$ cat src/hw/rtl/tsad_pkg.sv
// Shared types, constants and the arctangent table for the two-sensor angle block.
package tsad_pkg;

  localparam int unsigned CFG_W      = 12;
  localparam int unsigned IN_W       = 12;
  localparam int unsigned OUT_W      = 16;
  localparam int unsigned ACC_W      = 32;
  localparam int unsigned GUARD_BITS = 20;
  localparam int unsigned TBL_SIZE   = 22;
  localparam int unsigned TBL_IDX_W  = 5;

  localparam logic [CFG_W-1:0] MIDPOINT_RESET = 12'd2048;
  localparam logic [ACC_W-1:0] HALF_TURN      = 32'h8000_0000;

  typedef enum logic [1:0] {
    ST_IDLE,
    ST_ITER,
    ST_ROUND,
    ST_PUBLISH
  } state_e;

  typedef struct packed {
    logic load;
    logic step;
    logic round;
    logic publish;
  } cmd_t;

  typedef struct packed {
    logic out_free;
  } status_t;

  // atan(2^-i) in binary-angle units, 2^32 per turn
  function automatic logic [ACC_W-1:0] atan_turn(input logic [TBL_IDX_W-1:0] idx);
    logic [ACC_W-1:0] val;
    case (idx)
      5'd0:    val = 32'h2000_0000;
      5'd1:    val = 32'h12E4_051E;
      5'd2:    val = 32'h09FB_385B;
      5'd3:    val = 32'h0511_11D4;
      5'd4:    val = 32'h028B_0D43;
      5'd5:    val = 32'h0145_D7E1;
      5'd6:    val = 32'h00A2_F61E;
      5'd7:    val = 32'h0051_7C55;
      5'd8:    val = 32'h0028_BE53;
      5'd9:    val = 32'h0014_5F2F;
      5'd10:   val = 32'h000A_2F98;
      5'd11:   val = 32'h0005_17CC;
      5'd12:   val = 32'h0002_8BE6;
      5'd13:   val = 32'h0001_45F3;
      5'd14:   val = 32'h0000_A2FA;
      5'd15:   val = 32'h0000_517D;
      5'd16:   val = 32'h0000_28BE;
      5'd17:   val = 32'h0000_145F;
      5'd18:   val = 32'h0000_0A30;
      5'd19:   val = 32'h0000_0518;
      5'd20:   val = 32'h0000_028C;
      5'd21:   val = 32'h0000_0146;
      default: val = '0;
    endcase
    return val;
  endfunction

endpackage

$ cat src/hw/rtl/two_sensor_angle_delta.sv
// Top level of the two-sensor angle delta block.
// Usage:
//   Input channel (in_valid_i/in_ready_o) carries one pair of smoothed samples per
//   transaction; sample_a_i is the atan2 y operand, sample_b_i the x operand, both
//   centered by the center_value register before use.
//   Output channel (out_valid_o/out_ready_i) returns, per input transaction, the
//   binary angle angle_now_o and the wrapped change angle_delta_o since the last one.
//   center_value_we_i writes center_value_i into the midpoint; write only when idle.
// Timing:
//   An accepted transaction takes a load step, CORDIC_STEPS iterations of the
//   shared shift-add rotation unit, a rounding step and a publish step; in_ready_o
//   rises in the same cycle as out_valid_o, so a new transaction is accepted only
//   after the last one has been published.
// Reset:
//   Clears the stored angle to zero, the midpoint to 2048 and drops out_valid_o.
// Stall:
//   A result held in the output register does not block the next acceptance; the
//   next result waits in the publish step until the output register is taken.
module two_sensor_angle_delta import tsad_pkg::*; #(
  parameter int unsigned SAMPLE_BITS  = 12,
  parameter int unsigned ANGLE_BITS   = 16,
  parameter int unsigned CORDIC_STEPS = 14
) (
  input  logic                    clk_i,
  input  logic                    rst_ni,
  input  logic                    center_value_we_i,
  input  logic [CFG_W-1:0]        center_value_i,
  input  logic                    in_valid_i,
  output logic                    in_ready_o,
  input  logic [IN_W-1:0]         sample_a_i,
  input  logic [IN_W-1:0]         sample_b_i,
  output logic                    out_valid_o,
  input  logic                    out_ready_i,
  output logic signed [OUT_W-1:0] angle_delta_o,
  output logic [OUT_W-1:0]        angle_now_o
);

  localparam int unsigned STEP_W = $clog2(CORDIC_STEPS);

  cmd_t              cmd;
  status_t           status;
  logic [STEP_W-1:0] step;
  logic [OUT_W-1:0]  delta_raw;

  tsad_ctrl #(
    .CORDIC_STEPS (CORDIC_STEPS),
    .STEP_W       (STEP_W)
  ) u_ctrl (
    .clk_i      (clk_i),
    .rst_ni     (rst_ni),
    .in_valid_i (in_valid_i),
    .in_ready_o (in_ready_o),
    .status_i   (status),
    .cmd_o      (cmd),
    .step_o     (step)
  );

  tsad_datapath #(
    .SAMPLE_BITS (SAMPLE_BITS),
    .ANGLE_BITS  (ANGLE_BITS),
    .STEP_W      (STEP_W)
  ) u_datapath (
    .clk_i             (clk_i),
    .rst_ni            (rst_ni),
    .center_value_we_i (center_value_we_i),
    .center_value_i    (center_value_i),
    .sample_a_i        (sample_a_i),
    .sample_b_i        (sample_b_i),
    .cmd_i             (cmd),
    .step_i            (step),
    .status_o          (status),
    .out_valid_o       (out_valid_o),
    .out_ready_i       (out_ready_i),
    .angle_delta_o     (delta_raw),
    .angle_now_o       (angle_now_o)
  );

  assign angle_delta_o = $signed(delta_raw);

endmodule

$ cat src/hw/rtl/tsad_ctrl.sv
// Sequencer for the two-sensor angle block: load, CORDIC iterations, rounding, publish.
module tsad_ctrl import tsad_pkg::*; #(
  parameter int unsigned CORDIC_STEPS = 14,
  parameter int unsigned STEP_W       = 4
) (
  input  logic              clk_i,
  input  logic              rst_ni,
  input  logic              in_valid_i,
  output logic              in_ready_o,
  input  status_t           status_i,
  output cmd_t              cmd_o,
  output logic [STEP_W-1:0] step_o
);

  localparam logic [STEP_W-1:0] LAST_STEP = STEP_W'(CORDIC_STEPS - 1);

  state_e            state_q, state_d;
  logic [STEP_W-1:0] step_q, step_d;

  always_ff @(posedge clk_i or negedge rst_ni) begin
    if (!rst_ni) begin
      state_q <= ST_IDLE;
      step_q  <= '0;
    end else begin
      state_q <= state_d;
      step_q  <= step_d;
    end
  end

  always_comb begin
    state_d    = state_q;
    step_d     = step_q;
    cmd_o      = '0;
    in_ready_o = 1'b0;
    case (state_q)
      ST_IDLE: begin
        in_ready_o = 1'b1;
        if (in_valid_i) begin
          cmd_o.load = 1'b1;
          step_d     = '0;
          state_d    = ST_ITER;
        end
      end
      ST_ITER: begin
        cmd_o.step = 1'b1;
        if (step_q == LAST_STEP) begin
          step_d  = '0;
          state_d = ST_ROUND;
        end else begin
          step_d = step_q + STEP_W'(1);
        end
      end
      ST_ROUND: begin
        cmd_o.round = 1'b1;
        state_d     = ST_PUBLISH;
      end
      ST_PUBLISH: begin
        if (status_i.out_free) begin
          cmd_o.publish = 1'b1;
          state_d       = ST_IDLE;
        end
      end
      default: begin
        state_d = ST_IDLE;
        step_d  = '0;
      end
    endcase
  end

  assign step_o = step_q;

`ifndef NO_ASSERTIONS
  a_step_idle: assert property (@(posedge clk_i) disable iff (!rst_ni)
    (state_q != ST_ITER) |-> (step_q == '0))
    else $error("step counter nonzero outside iteration");

  a_load_iter: assert property (@(posedge clk_i) disable iff (!rst_ni)
    cmd_o.load |=> (state_q == ST_ITER) && (step_q == '0))
    else $error("accepted transaction did not start iterating");

  a_last_round: assert property (@(posedge clk_i) disable iff (!rst_ni)
    (state_q == ST_ITER && step_q == LAST_STEP) |=> (state_q == ST_ROUND))
    else $error("last iteration not followed by rounding");

  a_round_pub: assert property (@(posedge clk_i) disable iff (!rst_ni)
    (state_q == ST_ROUND) |=> (state_q == ST_PUBLISH))
    else $error("rounding not followed by publish");
`endif

endmodule

$ cat src/hw/rtl/tsad_datapath.sv
// Datapath: centering, vectoring CORDIC registers, rounding, delta and output register.
module tsad_datapath import tsad_pkg::*; #(
  parameter int unsigned SAMPLE_BITS = 12,
  parameter int unsigned ANGLE_BITS  = 16,
  parameter int unsigned STEP_W      = 4
) (
  input  logic              clk_i,
  input  logic              rst_ni,
  input  logic              center_value_we_i,
  input  logic [CFG_W-1:0]  center_value_i,
  input  logic [IN_W-1:0]   sample_a_i,
  input  logic [IN_W-1:0]   sample_b_i,
  input  cmd_t              cmd_i,
  input  logic [STEP_W-1:0] step_i,
  output status_t           status_o,
  output logic              out_valid_o,
  input  logic              out_ready_i,
  output logic [OUT_W-1:0]  angle_delta_o,
  output logic [OUT_W-1:0]  angle_now_o
);

  localparam int unsigned S       = SAMPLE_BITS;
  localparam int unsigned W       = SAMPLE_BITS + GUARD_BITS + 3;
  localparam int unsigned PAD_W   = W - S - 1 - GUARD_BITS;
  localparam int unsigned IEXT_W  = (S > IN_W) ? S : IN_W;
  localparam int unsigned CEXT_W  = (S > CFG_W) ? S : CFG_W;
  localparam int unsigned OEXT_W  = (ANGLE_BITS > OUT_W) ? ANGLE_BITS : OUT_W;
  localparam int unsigned DROP    = ACC_W - ANGLE_BITS;
  localparam logic [ACC_W-1:0] RND_HALF = 32'd1 << (DROP - 1);

  logic [CFG_W-1:0]      midpoint_q;
  logic signed [W-1:0]   x_q, x_d, y_q, y_d;
  logic [ACC_W-1:0]      z_q, z_d;
  logic                  zero_q, zero_d;
  logic [ANGLE_BITS-1:0] angle_q, angle_d;
  logic [ANGLE_BITS-1:0] prev_q, prev_d;
  logic                  out_valid_q, out_valid_d;
  logic [OUT_W-1:0]      delta_out_q, delta_out_d;
  logic [OUT_W-1:0]      now_out_q, now_out_d;

  logic [IEXT_W-1:0]     a_ext, b_ext;
  logic [CEXT_W-1:0]     m_ext;
  logic [S:0]            y_c, x_c, y_n, x_n;
  logic                  neg;
  logic signed [W-1:0]   dx, dy;
  logic [ACC_W-1:0]      ang, z_rnd;
  logic [ANGLE_BITS-1:0] delta;
  logic [OEXT_W-1:0]     delta_ext, now_ext;

  always_ff @(posedge clk_i or negedge rst_ni) begin
    if (!rst_ni) begin
      midpoint_q  <= MIDPOINT_RESET;
      prev_q      <= '0;
      out_valid_q <= 1'b0;
    end else begin
      if (center_value_we_i) begin
        midpoint_q <= center_value_i;
      end
      prev_q      <= prev_d;
      out_valid_q <= out_valid_d;
    end
  end

  always_ff @(posedge clk_i) begin
    x_q         <= x_d;
    y_q         <= y_d;
    z_q         <= z_d;
    zero_q      <= zero_d;
    angle_q     <= angle_d;
    delta_out_q <= delta_out_d;
    now_out_q   <= now_out_d;
  end

  // centering, folded into the right half plane
  assign a_ext = IEXT_W'(sample_a_i);
  assign b_ext = IEXT_W'(sample_b_i);
  assign m_ext = CEXT_W'(midpoint_q);
  assign y_c   = {1'b0, a_ext[S-1:0]} - {1'b0, m_ext[S-1:0]};
  assign x_c   = {1'b0, b_ext[S-1:0]} - {1'b0, m_ext[S-1:0]};
  assign neg   = x_c[S];
  assign x_n   = neg ? -x_c : x_c;
  assign y_n   = neg ? -y_c : y_c;

  // one micro-rotation
  assign dx  = y_q >>> step_i;
  assign dy  = x_q >>> step_i;
  assign ang = atan_turn(TBL_IDX_W'(step_i));

  assign z_rnd = z_q + RND_HALF;

  assign delta     = angle_q - prev_q;
  assign delta_ext = OEXT_W'(delta);
  assign now_ext   = OEXT_W'(angle_q);

  always_comb begin
    x_d         = x_q;
    y_d         = y_q;
    z_d         = z_q;
    zero_d      = zero_q;
    angle_d     = angle_q;
    prev_d      = prev_q;
    delta_out_d = delta_out_q;
    now_out_d   = now_out_q;
    out_valid_d = out_valid_q && !out_ready_i;
    if (cmd_i.load) begin
      x_d    = {{PAD_W{x_n[S]}}, x_n, GUARD_BITS'(0)};
      y_d    = {{PAD_W{y_n[S]}}, y_n, GUARD_BITS'(0)};
      z_d    = neg ? HALF_TURN : '0;
      zero_d = (x_c == '0) && (y_c == '0);
    end
    if (cmd_i.step) begin
      if (!y_q[W-1]) begin
        x_d = x_q + dx;
        y_d = y_q - dy;
        z_d = z_q + ang;
      end else begin
        x_d = x_q - dx;
        y_d = y_q + dy;
        z_d = z_q - ang;
      end
    end
    if (cmd_i.round) begin
      angle_d = zero_q ? '0 : z_rnd[ACC_W-1 -: ANGLE_BITS];
    end
    if (cmd_i.publish) begin
      delta_out_d = delta_ext[OUT_W-1:0];
      now_out_d   = now_ext[OUT_W-1:0];
      prev_d      = angle_q;
      out_valid_d = 1'b1;
    end
  end

  assign status_o.out_free = !out_valid_q || out_ready_i;
  assign out_valid_o       = out_valid_q;
  assign angle_delta_o     = delta_out_q;
  assign angle_now_o       = now_out_q;

`ifndef NO_ASSERTIONS
  a_pub_prev: assert property (@(posedge clk_i) disable iff (!rst_ni)
    cmd_i.publish |=> (prev_q == $past(angle_q)) && out_valid_q)
    else $error("publish did not record angle and raise valid");

  a_pub_free: assert property (@(posedge clk_i) disable iff (!rst_ni)
    cmd_i.publish |-> (!out_valid_q || out_ready_i))
    else $error("publish overwrote an untaken result");

  a_prev_hold: assert property (@(posedge clk_i) disable iff (!rst_ni)
    !cmd_i.publish |=> $stable(prev_q))
    else $error("stored angle changed without publish");
`endif

endmodule
$ cat config.mk
export PLATFORM = sky130hd
export DESIGN_NAME = two_sensor_angle_delta
export DESIGN_NICKNAME = d
export VERILOG_FILES = /design/src/hw/rtl/tsad_pkg.sv /design/src/hw/rtl/two_sensor_angle_delta.sv /design/src/hw/rtl/tsad_ctrl.sv /design/src/hw/rtl/tsad_datapath.sv
export SDC_FILE = /design/constraint.sdc
export NUM_CORES = 1
export LEC_CHECK = 0
export BUFFER_PORTS_ARGS = -buffer_cell sky130_fd_sc_hd__clkbuf_2
export CAP_MARGIN = 10
export CORE_UTILIZATION = 40
export CTS_CLUSTER_SIZE = 10
export DETAILED_ROUTE_END_ITERATION = 7
export GPL_ROUTABILITY_DRIVEN = 0
export PLACE_DENSITY_LB_ADDON = 0.15
export RECOVER_POWER = 50
export SLEW_MARGIN = 40
export SYNTH_ARGS = -nofsm -noshare
export SYNTH_HDL_FRONTEND = slang
export SYNTH_SLANG_ARGS = --single-unit
$ cat constraint.sdc
create_clock -name clk_i -period 15.3 [get_ports clk_i]
set_clock_uncertainty 0.15 [all_clocks]
set_input_delay 0.765 -clock clk_i [delete_from_list [all_inputs] [get_ports clk_i]]
set_output_delay 0.765 -clock clk_i [all_outputs]
set_load 0.005 [all_outputs]
==> results by group <==
Routing
  • Met2 wire len: 29500 µm
  • DRT antenna net count: 0
  • DRT Wirelength: 60200 µm
  • Drt first-iter violations: 1210
  • Routed vias: 18000
  • Top Metal Used: met4
  • Wire per inst: 19.8 µm
  • Met3 wire len: 2540 µm
  • Drt pass-1 iters: 7
  • Number of remaining DRC errors: 2
  • DRT met1 WL: 26800 µm
  • Via-to-Cell Ratio: 5.92

Layout
  • Layout Nets: 2544
  • Share of cells above drive strength 1: 10.7%
  • Most frequent cells in the layout: 246 x nor2_1, 201 x a21oi_1, 189 x nand2_1
  • Ant. Diodes: 0
  • Commonest non-fill, non-tap cell in the layout: nor2_1
  • Area grow syn2layout: 6.95%

Synthesis
  • Count of cell types in the netlist: 97
  • Top cell type's share of synthesized area: 21.9%
  • Syn_area_per_cell: 8.86 µm²
  • Syn nets: 2542
  • Async set or reset register ratio after synthesis: 18.8%
  • Largest cells by area after synthesis: edfxtp_1 22%, ha_1 9.3%, mux4_2 7.4%
  • Synthesized instance count: 2341
  • Prevailing post-synth register cell: edfxtp_1
  • Leading area contributor after synthesis: edfxtp_1
  • Synthesis-stage register bit count: 186
  • Synth warn: 0
  • Sequential-to-total area share from yosys stat: 26.1%
  • Post-Syn Area: 20700 µm²
  • Post-synth EDFFs: 151

Setup path
  • Worst Setup Path Type: reg2reg
  • WP data arrival: 7760 ps
  • R2r worst-path depth: 23
  • Reg-to-reg startpoint: u_ctrl.step_o[0]$_DFFE_PN0P_
  • Critical Path RT: 15410 ps
  • Startpoint types: register
  • Worst flop-to-flop path endpoint: u_datapath.y_q[33]$_DFFE_PP_
  • Crit. End Element: register
  • Reg2Reg Setup Slack: 7650 ps
  • Crit path max fanout: 58

CTS
  • Post-CTS setup buffer count: 0
  • Maximum clock path buffer count: 2
  • CTS root buf: clkbuf_16
  • CTS clk-pin slew, worst paths: 90 ps
  • CTS Buf Count: 17
  • Hold-fix buffers, CTS: 0
  • CTS tree: yes
  • Post-CTS Resized: 0
  • Max H-tree Level: 4
  • Clock sinks: 186
  • Later-pin clock latency in the skew report: 510 ps

Timing
  • Final min period: 7650 ps
  • Relative slew slack: -141%
  • RSZ-0062 raised after global routing: false
  • Tcrit/Tclk final: 50.0%
  • Final Slew Violations: 180
  • Worst Max-Slew Pin Slew: 3620 ps
  • Setup_tns: 0 ps
  • Max Clk Rate: 131 MHz
  • Finish-stage setup viols: 0
  • Final Hold Viols: 0

Outcome
  • Status: finished, violations left
  • Failing checks: DRC, capacitance limit, slew limit

Place
  • Input/output buffers: 74
  • DPL Wire Length: 45900 µm

Die
  • Die X: 230 µm
  • IO Count: 75
  • Core outline area: 51300 µm²
  • Die area: 52700 µm²
  • Die Y: 230 µm
  • Num rows: 83
  • Starting density of the core: 40.4%

Global route
  • First-pass GRT wire length: 95900 µm
  • Global route overflow: 0
  • Maximum number of pins on one net before global-route repair: 89
  • Initial antenna violation count: 0
  • Vias in the first global route: 17400
  • Total GRT Usage: 22.9%

Min path
  • HP Start: center_value_i[11]
  • Worst hold path endpoint: u_datapath.m_ext[11]$_DFFE_PN1P_
  • Worst Hold Class: in2reg
  • Hold path depth: 3

Job
  • Max-cap check violation count: 4
[worst max-delay path by stage]
stage                                  from                               end  slack [ps]  cells after the start
2_1_floorplan  u_ctrl.step_o[0]$_DFFE_PN0P_      u_datapath.y_q[33]$_DFFE_PP_        8980                     25
3_3_place_gp   u_ctrl.step_o[0]$_DFFE_PN0P_  u_datapath.z_q[30]$_SDFFCE_PN0P_        7880                     22
3_5_place_dp   u_ctrl.step_o[0]$_DFFE_PN0P_      u_datapath.y_q[33]$_DFFE_PP_        7760                     23
4_1_cts        u_ctrl.step_o[0]$_DFFE_PN0P_      u_datapath.y_q[33]$_DFFE_PP_        7690                     23
5_1_grt        u_ctrl.step_o[0]$_DFFE_PN0P_  u_datapath.z_q[30]$_SDFFCE_PN0P_        7010                     23
6_report       u_ctrl.step_o[0]$_DFFE_PN0P_      u_datapath.y_q[33]$_DFFE_PP_        7650                     23
[routing by layer]
metal	global-route usage (%)	up-vias
li1	-	8720
met1	29.6	8689
met2	39.2	467
met3	3.16	86
met4	7.81	0
met5	0	-
[sequential cells by signal, summed over array words and instances, names as in the netlist, 4 cells and up]
name / cells
u_datapath.x_q: 35
u_datapath.z_q: 32
u_datapath.angle_now_o: 16
u_datapath.angle_q: 16
u_datapath.m_ext: 12
u_datapath.angle_delta_o: 16
u_datapath.prev_q: 16
u_datapath.y_q: 35
u_ctrl.step_o: 4
[through the flow]
step                      hold slack [ps]  utilization, %  cells  worst slack [ps]  instance area (µm²)
after detailed placement              314            42.1   3004              7760                21600
after CTS                             165            43.3   3036              7690                22200
after global placement                318            42.1   3004              7880                21600
final                                 298            43.2   3036              7650                22200
after floorplan                       276               -   2341              8980                20700
after global routing                  287            43.2   3036              7010                22200
[kinds of logic (layout without fill, tap and decap cells)]
family,count (synthesis),after routing,share of synthesized area [%]
flops,186,186,26.1
simple gates,755,755,17.5
compound gates,632,632,19.3
mux,178,178,13.5
buf+inv,207,222,4.29
fa+ha+maj,160,160,9.87
xor+xnor,223,223,9.42
[layout make-up]
type / count / area, µm²
Clock buffer: 17 / 425
Fill cell: 5132 / 29100
Timing Repair Buffer: 91 / 477
Inverter: 99 / 373
Clock inverter: 15 / 185
Tap cell: 680 / 851
Sequential cell: 186 / 5430
Multi-Input combinational cell: 1948 / 14400
[critical path: stages, from the launching register on]
cell	delay [ps]
dfrtp_4	780
buf_4	720
inv_2	520
nor2_1	210
a21oi_1	80
a21oi_1	310
ha_1	260
nand2_1	70
a2111o_1	450
a21boi_0	290
and2_1	250
a31oi_1	130
xnor2_1	150
ha_1	380
o21ai_0	160
a211oi_1	230
or3b_2	450
a21o_1	210
a211oi_1	240
o31a_1	220
o21ai_0	170
a2111oi_0	510
o21ai_0	150
a31o_2	260
[cell usage after synthesis (7+ instances only)]
cell type and count:
nor4_1 10, nor3_1 52, mux4_2 68, nand3_1 52, ha_1 154, o21ai_0 145
a22oi_1 13, o21bai_1 17, a21o_1 52, a2111oi_0 7, nor2_1 246, clkbuf_1 57
buf_6 9, o22ai_1 7, a31oi_1 33, buf_1 18, edfxtp_1 151, nor2b_1 32
nand4_1 23, o21a_1 19, xor2_1 100, a21boi_0 8, o31ai_1 17, mux4_1 7
nand3b_1 9, nand2_1 189, inv_1 95, mux2_2 41, a21oi_1 201, buf_2 18
xnor2_1 123, nor3b_1 12, o211ai_1 14, or3_1 21, a211oi_1 17, or2_2 7
and2_1 27, dfrtp_1 34, and3_1 24, nand2b_1 27, mux2i_1 59
Power is not shown: default switching activity piles up to over one toggle a cycle in this logic, so the estimate is an artifact.
